File: config.mk
export PLATFORM = sky130hd
export DESIGN_NAME = adpcm2_lookahead_encoder_top
export DESIGN_NICKNAME = d
export VERILOG_FILES = /design/src/hdl/a2le_pkg.sv /design/src/hdl/a2le_step_unit.sv /design/src/hdl/adpcm2_lookahead_encoder_top.sv
export SDC_FILE = /design/constraint.sdc
export NUM_CORES = 1
export LEC_CHECK = 0
export BUFFER_PORTS_ARGS = -buffer_cell sky130_fd_sc_hd__buf_4
export CAP_MARGIN = 20
export CORE_MARGIN = 3
export CORE_UTILIZATION = 63
export CTS_CLUSTER_SIZE = 24
export DETAILED_ROUTE_END_ITERATION = 6
export HOLD_SLACK_MARGIN = 0.12
export PLACE_DENSITY_LB_ADDON = 0.2
export SKIP_CTS_REPAIR_TIMING = 1
export SYNTH_ARGS = -nofsm -noshare
export SYNTH_HDL_FRONTEND = slang
export SYNTH_SLANG_ARGS = --single-unit
File: constraint.sdc
create_clock -name clk -period 27.5 [get_ports clk]
set_input_delay 0 -clock clk [delete_from_list [all_inputs] [get_ports clk]]
set_output_delay 0 -clock clk [all_outputs]
set_load 0.02 [all_outputs]
File: src/hdl/a2le_pkg.sv
// ----------------------------------------------------------------------------
// a2le_pkg
// Shared types and constants of the 2-bit lookahead ADPCM encoder.
// ----------------------------------------------------------------------------
`default_nettype none

package a2le_pkg;

  localparam int SAMPLE_W = 16;
  localparam int STEP_W   = 15;
  localparam int ERR_W    = 17;
  localparam int PERR_W   = 18;
  localparam int WEIGHT_W = 3;
  localparam int SCORE_W  = 24;

  localparam int STEP_MIN   = 127;
  localparam int STEP_MAX   = 24576;
  localparam int STEP_RESET = 127;
  localparam int MULT_SMALL = 235;
  localparam int MULT_LARGE = 341;
  localparam int HIST_MAX   = 32767;
  localparam int HIST_MIN   = -32768;

  localparam int CODE_SIGN_BIT  = 1;
  localparam int CODE_LARGE_BIT = 0;

  localparam int CFG_IDX_W = 2;
  localparam logic [CFG_IDX_W-1:0] REG_WEIGHT_ABS = 2'd0;
  localparam logic [CFG_IDX_W-1:0] REG_WEIGHT_VOL = 2'd1;
  localparam logic [WEIGHT_W-1:0]  WEIGHT_ABS_RESET = 3'd1;
  localparam logic [WEIGHT_W-1:0]  WEIGHT_VOL_RESET = 3'd2;

  typedef logic signed [SAMPLE_W-1:0] sample_t;
  typedef logic        [STEP_W-1:0]   step_t;
  typedef logic signed [ERR_W-1:0]    err_t;
  typedef logic signed [PERR_W-1:0]   perr_t;
  typedef logic        [SCORE_W-1:0]  score_t;
  typedef logic        [1:0]          code_t;

endpackage

`default_nettype wire

File: src/hdl/a2le_step_unit.sv
// ----------------------------------------------------------------------------
// a2le_step_unit
// Shared decoder step: applies one code to a step size and history value,
// registers the clamped next step size and next history.
// ----------------------------------------------------------------------------
`default_nettype none

module a2le_step_unit (
  input  logic              clk,
  input  a2le_pkg::code_t   code,
  input  a2le_pkg::step_t   step,
  input  a2le_pkg::sample_t hist,
  output a2le_pkg::step_t   next_step,
  output a2le_pkg::sample_t next_hist
);

  logic [16:0]        step3;
  logic [16:0]        delta;
  logic signed [18:0] hist_x;
  logic signed [18:0] delta_x;
  logic signed [18:0] hsum;
  logic [8:0]         mult_k;
  logic [23:0]        prod;
  logic [15:0]        prod_hi;
  a2le_pkg::step_t    step_c;
  a2le_pkg::sample_t  hist_c;
  a2le_pkg::step_t    next_step_r;
  a2le_pkg::sample_t  next_hist_r;

  always_comb begin
    step3   = {2'b00, step} + {1'b0, step, 1'b0};
    delta   = code[a2le_pkg::CODE_LARGE_BIT] ? (step3 >> 3) : ({2'b00, step} >> 3);
    hist_x  = $signed({{3{hist[15]}}, hist});
    delta_x = $signed({2'b00, delta});
    if (code[a2le_pkg::CODE_SIGN_BIT]) begin
      hsum = hist_x - delta_x;
    end else begin
      hsum = hist_x + delta_x;
    end
    if (hsum > 19'(a2le_pkg::HIST_MAX)) begin
      hist_c = 16'sh7fff;
    end else if (hsum < 19'(a2le_pkg::HIST_MIN)) begin
      hist_c = 16'sh8000;
    end else begin
      hist_c = hsum[15:0];
    end
    mult_k  = code[a2le_pkg::CODE_LARGE_BIT] ? 9'(a2le_pkg::MULT_LARGE)
                                             : 9'(a2le_pkg::MULT_SMALL);
    prod    = {9'd0, step} * {15'd0, mult_k};
    prod_hi = prod[23:8];
    if (prod_hi < 16'(a2le_pkg::STEP_MIN)) begin
      step_c = 15'(a2le_pkg::STEP_MIN);
    end else if (prod_hi > 16'(a2le_pkg::STEP_MAX)) begin
      step_c = 15'(a2le_pkg::STEP_MAX);
    end else begin
      step_c = prod_hi[14:0];
    end
  end

  always_ff @(posedge clk) begin
    next_step_r <= step_c;
    next_hist_r <= hist_c;
  end

  assign next_step = next_step_r;
  assign next_hist = next_hist_r;

endmodule

`default_nettype wire

File: src/hdl/adpcm2_lookahead_encoder_top.sv
// ----------------------------------------------------------------------------
// adpcm2_lookahead_encoder_top
// 2-bit adaptive delta encoder choosing each code by exhaustive lookahead
// search over all code paths, walked depth first through one shared
// decoder step unit.
//
//   channel | direction | handshake        | payload
//   --------+-----------+------------------+-----------------------------------
//   in      | input     | in_valid/stall   | in_sample, in_last_sample
//   out     | output    | out_valid/stall  | out_code, out_reconstructed,
//           |           |                  | out_end_of_stream
//   cfg     | input     | cfg_valid/ready  | cfg_index, cfg_data
//
// Each search node is decoded in EVAL_A and then scored in EVAL_B in the shared
// step unit; each result then passes APPLY_A and APPLY_W (the threshold-coded
// final sample passes THRESH first), and each sample transfers in from IDLE.
// Held samples transfer in from IDLE without starting a search. The input
// stalls while an item is in work; a stalled output holds the sequencer
// before its next result. No clearing pass after reset.
// ----------------------------------------------------------------------------
`default_nettype none

module adpcm2_lookahead_encoder_top #(
  parameter int SEARCH_DEPTH = 3
) (
  input  logic                                 clk,
  input  logic                                 rst_n,
  input  logic                                 in_valid,
  output logic                                 in_stall,
  input  a2le_pkg::sample_t                    in_sample,
  input  logic                                 in_last_sample,
  output logic                                 out_valid,
  input  logic                                 out_stall,
  output a2le_pkg::code_t                      out_code,
  output a2le_pkg::sample_t                    out_reconstructed,
  output logic                                 out_end_of_stream,
  input  logic                                 cfg_valid,
  output logic                                 cfg_ready,
  input  logic [a2le_pkg::CFG_IDX_W-1:0]       cfg_index,
  input  logic [a2le_pkg::WEIGHT_W-1:0]        cfg_data
);

  localparam int CNT_W = $clog2(SEARCH_DEPTH + 1);
  localparam int IDX_W = (SEARCH_DEPTH > 1) ? $clog2(SEARCH_DEPTH) : 1;

  localparam logic [2:0] S_IDLE    = 3'd0;
  localparam logic [2:0] S_EVAL_A  = 3'd1;
  localparam logic [2:0] S_EVAL_B  = 3'd2;
  localparam logic [2:0] S_THRESH  = 3'd3;
  localparam logic [2:0] S_APPLY_A = 3'd4;
  localparam logic [2:0] S_APPLY_W = 3'd5;

  logic [2:0]                     state_r, state_nxt;
  logic [CNT_W-1:0]               n_r, n_nxt;
  logic [CNT_W-1:0]               lvl_r, lvl_nxt;
  logic                           last_r, last_nxt;
  logic                           final_r, final_nxt;
  a2le_pkg::code_t                code_r, code_nxt;
  a2le_pkg::code_t                best_code_r, best_code_nxt;
  a2le_pkg::score_t               best_r, best_nxt;
  a2le_pkg::step_t                step_r, step_nxt;
  a2le_pkg::sample_t              pred_r, pred_nxt;
  a2le_pkg::perr_t                perr_r, perr_nxt;
  logic [a2le_pkg::WEIGHT_W-1:0]  wa_r, wa_nxt;
  logic [a2le_pkg::WEIGHT_W-1:0]  wv_r, wv_nxt;
  logic                           out_valid_r, out_valid_nxt;
  a2le_pkg::code_t                out_code_r, out_code_nxt;
  a2le_pkg::sample_t              out_rec_r, out_rec_nxt;
  logic                           out_eos_r, out_eos_nxt;

  a2le_pkg::sample_t              win_r [SEARCH_DEPTH];
  a2le_pkg::sample_t              win_nxt [SEARCH_DEPTH];
  a2le_pkg::code_t                dig_r [SEARCH_DEPTH];
  a2le_pkg::code_t                dig_nxt [SEARCH_DEPTH];
  a2le_pkg::step_t                ss_stk_r [SEARCH_DEPTH];
  a2le_pkg::step_t                ss_stk_nxt [SEARCH_DEPTH];
  a2le_pkg::sample_t              h_stk_r [SEARCH_DEPTH];
  a2le_pkg::sample_t              h_stk_nxt [SEARCH_DEPTH];
  a2le_pkg::err_t                 err_stk_r [SEARCH_DEPTH];
  a2le_pkg::err_t                 err_stk_nxt [SEARCH_DEPTH];
  a2le_pkg::score_t               sc_stk_r [SEARCH_DEPTH];
  a2le_pkg::score_t               sc_stk_nxt [SEARCH_DEPTH];

  logic [IDX_W-1:0]   li;
  logic [IDX_W-1:0]   pi;
  logic               at_root;
  logic               at_leaf;
  logic               out_free;
  logic               go_search;
  a2le_pkg::code_t    unit_code;
  a2le_pkg::step_t    unit_step;
  a2le_pkg::sample_t  unit_hist;
  a2le_pkg::step_t    node_step;
  a2le_pkg::sample_t  node_hist;
  a2le_pkg::sample_t  w_lvl;
  a2le_pkg::err_t     err_node;
  a2le_pkg::perr_t    perr_node;
  logic signed [18:0] de_node;
  logic [16:0]        ae;
  logic [18:0]        ad;
  logic [19:0]        ta;
  logic [21:0]        tv;
  a2le_pkg::score_t   parent_sc;
  a2le_pkg::score_t   node_sc;
  logic               better;
  logic               found;
  logic [CNT_W-1:0]   j_sel;
  a2le_pkg::err_t     diff;
  logic [16:0]        adiff;
  logic [18:0]        four_adiff;
  a2le_pkg::err_t     apply_err;

  assign li       = lvl_r[IDX_W-1:0];
  assign pi       = IDX_W'(lvl_r - CNT_W'(1));
  assign at_root  = (lvl_r == '0);
  assign at_leaf  = (CNT_W'(lvl_r + CNT_W'(1)) == n_r);
  assign out_free = !out_valid_r || !out_stall;

  // shared step unit: tree node in EVAL_A, chosen code on base state otherwise
  always_comb begin
    if (state_r == S_EVAL_A) begin
      unit_code = dig_r[li];
      unit_step = at_root ? step_r : ss_stk_r[pi];
      unit_hist = at_root ? pred_r : h_stk_r[pi];
    end else begin
      unit_code = code_r;
      unit_step = step_r;
      unit_hist = pred_r;
    end
  end

  a2le_step_unit u_step (
    .clk       (clk),
    .code      (unit_code),
    .step      (unit_step),
    .hist      (unit_hist),
    .next_step (node_step),
    .next_hist (node_hist)
  );

  // node score
  always_comb begin
    w_lvl     = win_r[li];
    err_node  = $signed({node_hist[15], node_hist}) - $signed({w_lvl[15], w_lvl});
    perr_node = at_root ? perr_r : $signed({err_stk_r[pi][16], err_stk_r[pi]});
    de_node   = $signed({{2{err_node[16]}}, err_node})
              - $signed({perr_node[17], perr_node});
    ae        = err_node[16] ? (~err_node + 17'd1) : err_node;
    ad        = de_node[18] ? (~de_node + 19'd1) : de_node;
    ta        = {17'd0, wa_r} * {3'd0, ae};
    tv        = {19'd0, wv_r} * {3'd0, ad};
    parent_sc = at_root ? '0 : sc_stk_r[pi];
    node_sc   = parent_sc + {4'd0, ta} + {2'd0, tv};
    better    = (node_sc < best_r);
  end

  // deepest level at or above the current one that still has a code to try
  always_comb begin
    found = 1'b0;
    j_sel = '0;
    for (int k = 0; k < SEARCH_DEPTH; k++) begin
      if (CNT_W'(k) <= lvl_r && dig_r[k] != 2'd3) begin
        found = 1'b1;
        j_sel = CNT_W'(k);
      end
    end
  end

  always_comb begin
    diff       = $signed({win_r[0][15], win_r[0]}) - $signed({pred_r[15], pred_r});
    adiff      = diff[16] ? (~diff + 17'd1) : diff;
    four_adiff = {adiff, 2'b00};
    apply_err  = $signed({node_hist[15], node_hist}) - $signed({win_r[0][15], win_r[0]});
  end

  always_comb begin
    state_nxt     = state_r;
    n_nxt         = n_r;
    lvl_nxt       = lvl_r;
    last_nxt      = last_r;
    final_nxt     = final_r;
    code_nxt      = code_r;
    best_code_nxt = best_code_r;
    best_nxt      = best_r;
    step_nxt      = step_r;
    pred_nxt      = pred_r;
    perr_nxt      = perr_r;
    wa_nxt        = wa_r;
    wv_nxt        = wv_r;
    out_valid_nxt = out_valid_r;
    out_code_nxt  = out_code_r;
    out_rec_nxt   = out_rec_r;
    out_eos_nxt   = out_eos_r;
    win_nxt       = win_r;
    dig_nxt       = dig_r;
    ss_stk_nxt    = ss_stk_r;
    h_stk_nxt     = h_stk_r;
    err_stk_nxt   = err_stk_r;
    sc_stk_nxt    = sc_stk_r;
    go_search     = 1'b0;

    if (out_valid_r && !out_stall) begin
      out_valid_nxt = 1'b0;
    end

    if (cfg_valid) begin
      if (cfg_index == a2le_pkg::REG_WEIGHT_ABS) begin
        wa_nxt = cfg_data;
      end else if (cfg_index == a2le_pkg::REG_WEIGHT_VOL) begin
        wv_nxt = cfg_data;
      end
    end

    unique case (state_r)
      S_IDLE: begin
        if (in_valid) begin
          win_nxt[n_r[IDX_W-1:0]] = in_sample;
          last_nxt  = in_last_sample;
          final_nxt = 1'b0;
          n_nxt     = CNT_W'(n_r + CNT_W'(1));
          if (in_last_sample) begin
            if (n_r == '0) begin
              state_nxt = S_THRESH;
            end else begin
              go_search = 1'b1;
            end
          end else if (CNT_W'(n_r + CNT_W'(1)) == CNT_W'(SEARCH_DEPTH)) begin
            go_search = 1'b1;
          end
        end
      end
      S_EVAL_A: begin
        state_nxt = S_EVAL_B;
      end
      S_EVAL_B: begin
        ss_stk_nxt[li]  = node_step;
        h_stk_nxt[li]   = node_hist;
        err_stk_nxt[li] = err_node;
        sc_stk_nxt[li]  = node_sc;
        if (!at_leaf) begin
          lvl_nxt   = CNT_W'(lvl_r + CNT_W'(1));
          dig_nxt[IDX_W'(lvl_r + CNT_W'(1))] = 2'd0;
          state_nxt = S_EVAL_A;
        end else begin
          if (better) begin
            best_nxt      = node_sc;
            best_code_nxt = dig_r[0];
          end
          if (found) begin
            dig_nxt[j_sel[IDX_W-1:0]] = dig_r[j_sel[IDX_W-1:0]] + 2'd1;
            lvl_nxt   = j_sel;
            state_nxt = S_EVAL_A;
          end else begin
            code_nxt  = better ? dig_r[0] : best_code_r;
            state_nxt = S_APPLY_A;
          end
        end
      end
      S_THRESH: begin
        code_nxt[a2le_pkg::CODE_SIGN_BIT]  = diff[16];
        code_nxt[a2le_pkg::CODE_LARGE_BIT] = (four_adiff >= {4'd0, step_r});
        final_nxt = 1'b1;
        state_nxt = S_APPLY_A;
      end
      S_APPLY_A: begin
        state_nxt = S_APPLY_W;
      end
      S_APPLY_W: begin
        if (out_free) begin
          out_valid_nxt = 1'b1;
          out_code_nxt  = code_r;
          out_rec_nxt   = node_hist;
          out_eos_nxt   = final_r;
          if (final_r) begin
            step_nxt  = 15'(a2le_pkg::STEP_RESET);
            pred_nxt  = '0;
            perr_nxt  = '0;
            n_nxt     = '0;
            last_nxt  = 1'b0;
            final_nxt = 1'b0;
            state_nxt = S_IDLE;
          end else begin
            step_nxt = node_step;
            pred_nxt = node_hist;
            perr_nxt = $signed({apply_err[16], apply_err});
            for (int k = 0; k < SEARCH_DEPTH - 1; k++) begin
              win_nxt[k] = win_r[k+1];
            end
            n_nxt = CNT_W'(n_r - CNT_W'(1));
            if (!last_r) begin
              state_nxt = S_IDLE;
            end else if (CNT_W'(n_r - CNT_W'(1)) == CNT_W'(1)) begin
              state_nxt = S_THRESH;
            end else begin
              go_search = 1'b1;
            end
          end
        end
      end
      default: begin
        state_nxt = S_IDLE;
      end
    endcase

    if (go_search) begin
      lvl_nxt       = '0;
      best_nxt      = '1;
      best_code_nxt = 2'd0;
      for (int k = 0; k < SEARCH_DEPTH; k++) begin
        dig_nxt[k] = 2'd0;
      end
      state_nxt = S_EVAL_A;
    end
  end

  always_ff @(posedge clk) begin
    if (!rst_n) begin
      state_r     <= S_IDLE;
      n_r         <= '0;
      lvl_r       <= '0;
      last_r      <= 1'b0;
      final_r     <= 1'b0;
      step_r      <= 15'(a2le_pkg::STEP_RESET);
      pred_r      <= '0;
      perr_r      <= '0;
      wa_r        <= a2le_pkg::WEIGHT_ABS_RESET;
      wv_r        <= a2le_pkg::WEIGHT_VOL_RESET;
      out_valid_r <= 1'b0;
    end else begin
      state_r     <= state_nxt;
      n_r         <= n_nxt;
      lvl_r       <= lvl_nxt;
      last_r      <= last_nxt;
      final_r     <= final_nxt;
      step_r      <= step_nxt;
      pred_r      <= pred_nxt;
      perr_r      <= perr_nxt;
      wa_r        <= wa_nxt;
      wv_r        <= wv_nxt;
      out_valid_r <= out_valid_nxt;
    end
  end

  always_ff @(posedge clk) begin
    code_r      <= code_nxt;
    best_code_r <= best_code_nxt;
    best_r      <= best_nxt;
    out_code_r  <= out_code_nxt;
    out_rec_r   <= out_rec_nxt;
    out_eos_r   <= out_eos_nxt;
    win_r       <= win_nxt;
    dig_r       <= dig_nxt;
    ss_stk_r    <= ss_stk_nxt;
    h_stk_r     <= h_stk_nxt;
    err_stk_r   <= err_stk_nxt;
    sc_stk_r    <= sc_stk_nxt;
  end

  assign in_stall          = (state_r != S_IDLE);
  assign cfg_ready         = 1'b1;
  assign out_valid         = out_valid_r;
  assign out_code          = out_code_r;
  assign out_reconstructed = out_rec_r;
  assign out_end_of_stream = out_eos_r;

  a_lvl_in_window: assert property (@(posedge clk) disable iff (!rst_n)
    (state_r == S_EVAL_B) |-> (lvl_r < n_r))
    else $error("search level beyond held window");

  a_step_in_range: assert property (@(posedge clk) disable iff (!rst_n)
    (step_r >= 15'(a2le_pkg::STEP_MIN)) && (step_r <= 15'(a2le_pkg::STEP_MAX)))
    else $error("step size out of range");

  a_stream_end_resets: assert property (@(posedge clk) disable iff (!rst_n)
    (state_r == S_APPLY_W && out_free && final_r)
      |=> (state_r == S_IDLE && n_r == '0 && pred_r == '0 && out_eos_r))
    else $error("state not reset after final result");

endmodule

`default_nettype wire

==> results.py <==
metrics = {
    "grt": {
        "grt_pass1_vias": 23200,
        "grt_overflow": 0,
        "grtUsageTotal": 0.307,
        "antenna_found_initial": 0,
        "grt_max_degree": 58,
        "grt_pass1_wl_um": 122000,
    },
    "clock_tree": {
        "cts-root-buf": "clkbuf_16",
        "clock-sinks": 412,
        "cts_buffers": 46,
        "clk_path_buf_depth": 3,
        "cts_tree": "yes",
        "clkLatencyLatePin_ns": 0.60,
        "htreeDepth": 2,
        "cts.reportedPaths.clkPinSlew_ns": 0.06,
    },
    "floorplan": {
        "coreArea_mm2": 0.0466,
        "start_util": 0.639,
        "die_w_um": 223,
        "io_pins": 49,
        "dieArea_mm2": 0.0499,
        "die_height_um": 223,
        "num_rows": 79,
    },
    "drt": {
        "drt_wl_total_um": 76900,
        "wl_per_cell_um": 20.9,
        "num_vias": 22900,
        "drtPass1Iterations": 5,
        "drtIter0Drc": 2043,
        "drc": 0,
        "antenna_left": 0,
        "viasPerCell": 6.20,
    },
    "yosys": {
        "avgSynthCellArea_um2": 9.89,
        "ys_types": 85,
        "ys_top_cells_by_count": "330 x inv_1, 285 x edfxtp_1, 265 x nor2_1",
        "async_reset_ff_frac": 0,
        "ys_seq_area_frac": 0.373,
        "synth_ff_type": "edfxtp_1",
        "yosysWarnings": 0,
        "synth_area_leaders": "edfxtp_1 29%, ha_1 10%, fa_1 9.8%",
        "yosys.area.top_type_share": 0.288,
        "post-synth-top-area-cell": "edfxtp_1",
        "synth.most_common_cell": "inv_1",
        "ys_ff_latch": 412,
        "mappedNetlistArea_mm2": 0.0298,
        "synth_edf_count": 285,
        "netlist_instances": 3009,
    },
    "final_layout": {
        "syn_to_final_growth_pct": 9.20,
        "antennaDiodeCount": 0,
        "nFillCells": 3485,
        "final_nets": 3457,
        "fin_util": 0.698,
        "drive_gt1_frac": 0.0750,
    },
    "sta": {
        "hold_violations": 0,
        "max_freq_mhz": 73.7,
        "slew_headroom": 0.269,
        "skew_ns": 0.0290,
        "setup_tns_ns": 0,
        "finalSetupViolations": 0,
        "rsz0062_at_grt": "false",
        "post-route-period-util": 0.493,
        "tightest_slew_ns": 1.07,
        "fin_crit_ns": 13.57,
        "drv_slew": 0,
    },
    "setup_path": {
        "cp-end-kind": "flip-flop",
        "r2r_start": "li[0]",
        "crit_required_ns": 27.96,
        "critPathMaxFanout": 55,
        "reg2reg_depth": 46,
        "critPathMaxStageDelay_ns": 1.07,
        "regToRegSetupSlack_ns": 13.93,
        "crit_type": "flip-flop to flip-flop",
        "worst_r2r_endpoint": "best_r[3]",
        "startpoint_type": "flip-flop",
        "cp_data_arrival_time_ns": 14.03,
        "critical_path.most_common_cell": "fa_1",
        "critPathSlowestCell": "ha_4",
    },
    "job": {
        "cap_violations": 0,
    },
    "hold_path": {
        "hold_start": "in_sample[2]",
        "worst_hold_path.endpoint": "win_r[2]",
        "holdPathStages": 2,
        "min_path_type": "input pin to flip-flop",
    },
    "placement": {
        "gp_congestion": 0.953,
        "io_buffers": 47,
        "dp_hpwl_um": 55600,
    },
    "run_status": {
        "status": "finished clean",
    },
}
==> area by class of cell <==
cell class | instances | area [um^2] | share of cell area
Timing Repair Buffer | 105 | 913 | 0.0281
Tap cell | 607 | 759 | 0.0234
Clock inverter | 25 | 269 | 0.00828
Inverter | 332 | 1250 | 0.0383
Multi-Input combinational cell | 2147 | 17000 | 0.522
Sequential cell | 412 | 11100 | 0.342
Clock buffer | 61 | 1250 | 0.0384
==> worst max path at each step <==
stage | startpoint | to
6_report | li[0] | best_r[3]
5_1_grt | li[0] | best_r[16]
4_1_cts | li[0] | best_r[3]
3_5_place_dp | li[0] | best_r[3]
3_3_place_gp | li[0] | best_r[4]
2_1_floorplan | li[0] | best_r[10]
==> flip-flops by register name, summed over array words and instances, names as in the netlist, 3 cells and up <==
signal and flops:
best_r 24, dig_r 6, err_stk_r 51, h_stk_r 48, out_reconstructed 16, perr_r 17
pred_r 16, sc_stk_r 72, ss_stk_r 45, state_r 3, step_r 15, u_step.next_hist 16
u_step.next_step 15, wa_r 3, win_r 48, wv_r 3
==> kinds of logic (layout without fill, tap and decap cells) <==
kind of cell	count (synthesis)	in the layout	share of synthesized area
AO/OA/AOI/OAI	708	708	0.156
multiplexers	132	132	0.0455
XOR/XNOR	156	156	0.0462
other	2	7	0.000252
buffers and inverters	455	523	0.0589
adder cells (fa/ha/maj)	386	386	0.199
flip-flops	412	412	0.373
AND/OR/NAND/NOR	758	758	0.121
==> cells in the final DEF, fill, tap and decap left out, types with 66 or more instances in the layout <==
cell	n
nor2_1	264
xnor2_1	100
inv_1	329
buf_4	66
ha_1	239
mux2i_1	107
a21oi_1	209
nand2_1	183
dfxtp_1	126
fa_1	145
o21ai_0	122
edfxtp_1	285
==> routing by layer <==
metal	wire (um)	track usage	up-vias
li1	-	-	10700
met1	31000	0.395	11200
met2	37700	0.534	878
met3	5360	0.0420	190
met4	2820	0.109	0
met5	0	0	-
==> metrics by stage <==
stage / cells / setup slack, ns / area [um^2] / hold slack (ns)
2_1_floorplan: 3014 / 14.77 / 29800 / 0.0989
3_3_place_gp: 3564 / 14.69 / 30600 / 0.204
3_5_place_dp: 3566 / 14.10 / 30600 / 0.205
4_1_cts: 3652 / 14.03 / 32100 / -0.418
5_1_grt: 3689 / 12.99 / 32500 / 0.157
6_report: 3689 / 13.93 / 32500 / 0.158
==> critical path: cells and delay by family, from the launching register on <==
| kind | cells | cell delay [ns] |
|---|---|---|
| multiplexers | 1 | 0.21 |
| buffers and inverters | 9 | 2.02 |
| adder cells (fa/ha/maj) | 9 | 4.25 |
| XOR/XNOR | 2 | 0.61 |
| AND/OR/NAND/NOR | 7 | 1.38 |
| flip-flops | 1 | 0.31 |
| AO/OA/AOI/OAI | 18 | 4.54 |
Power is left out: the tool's default activity adds up to more than one toggle a clock period on the data nets, which glitch-free logic cannot reach.
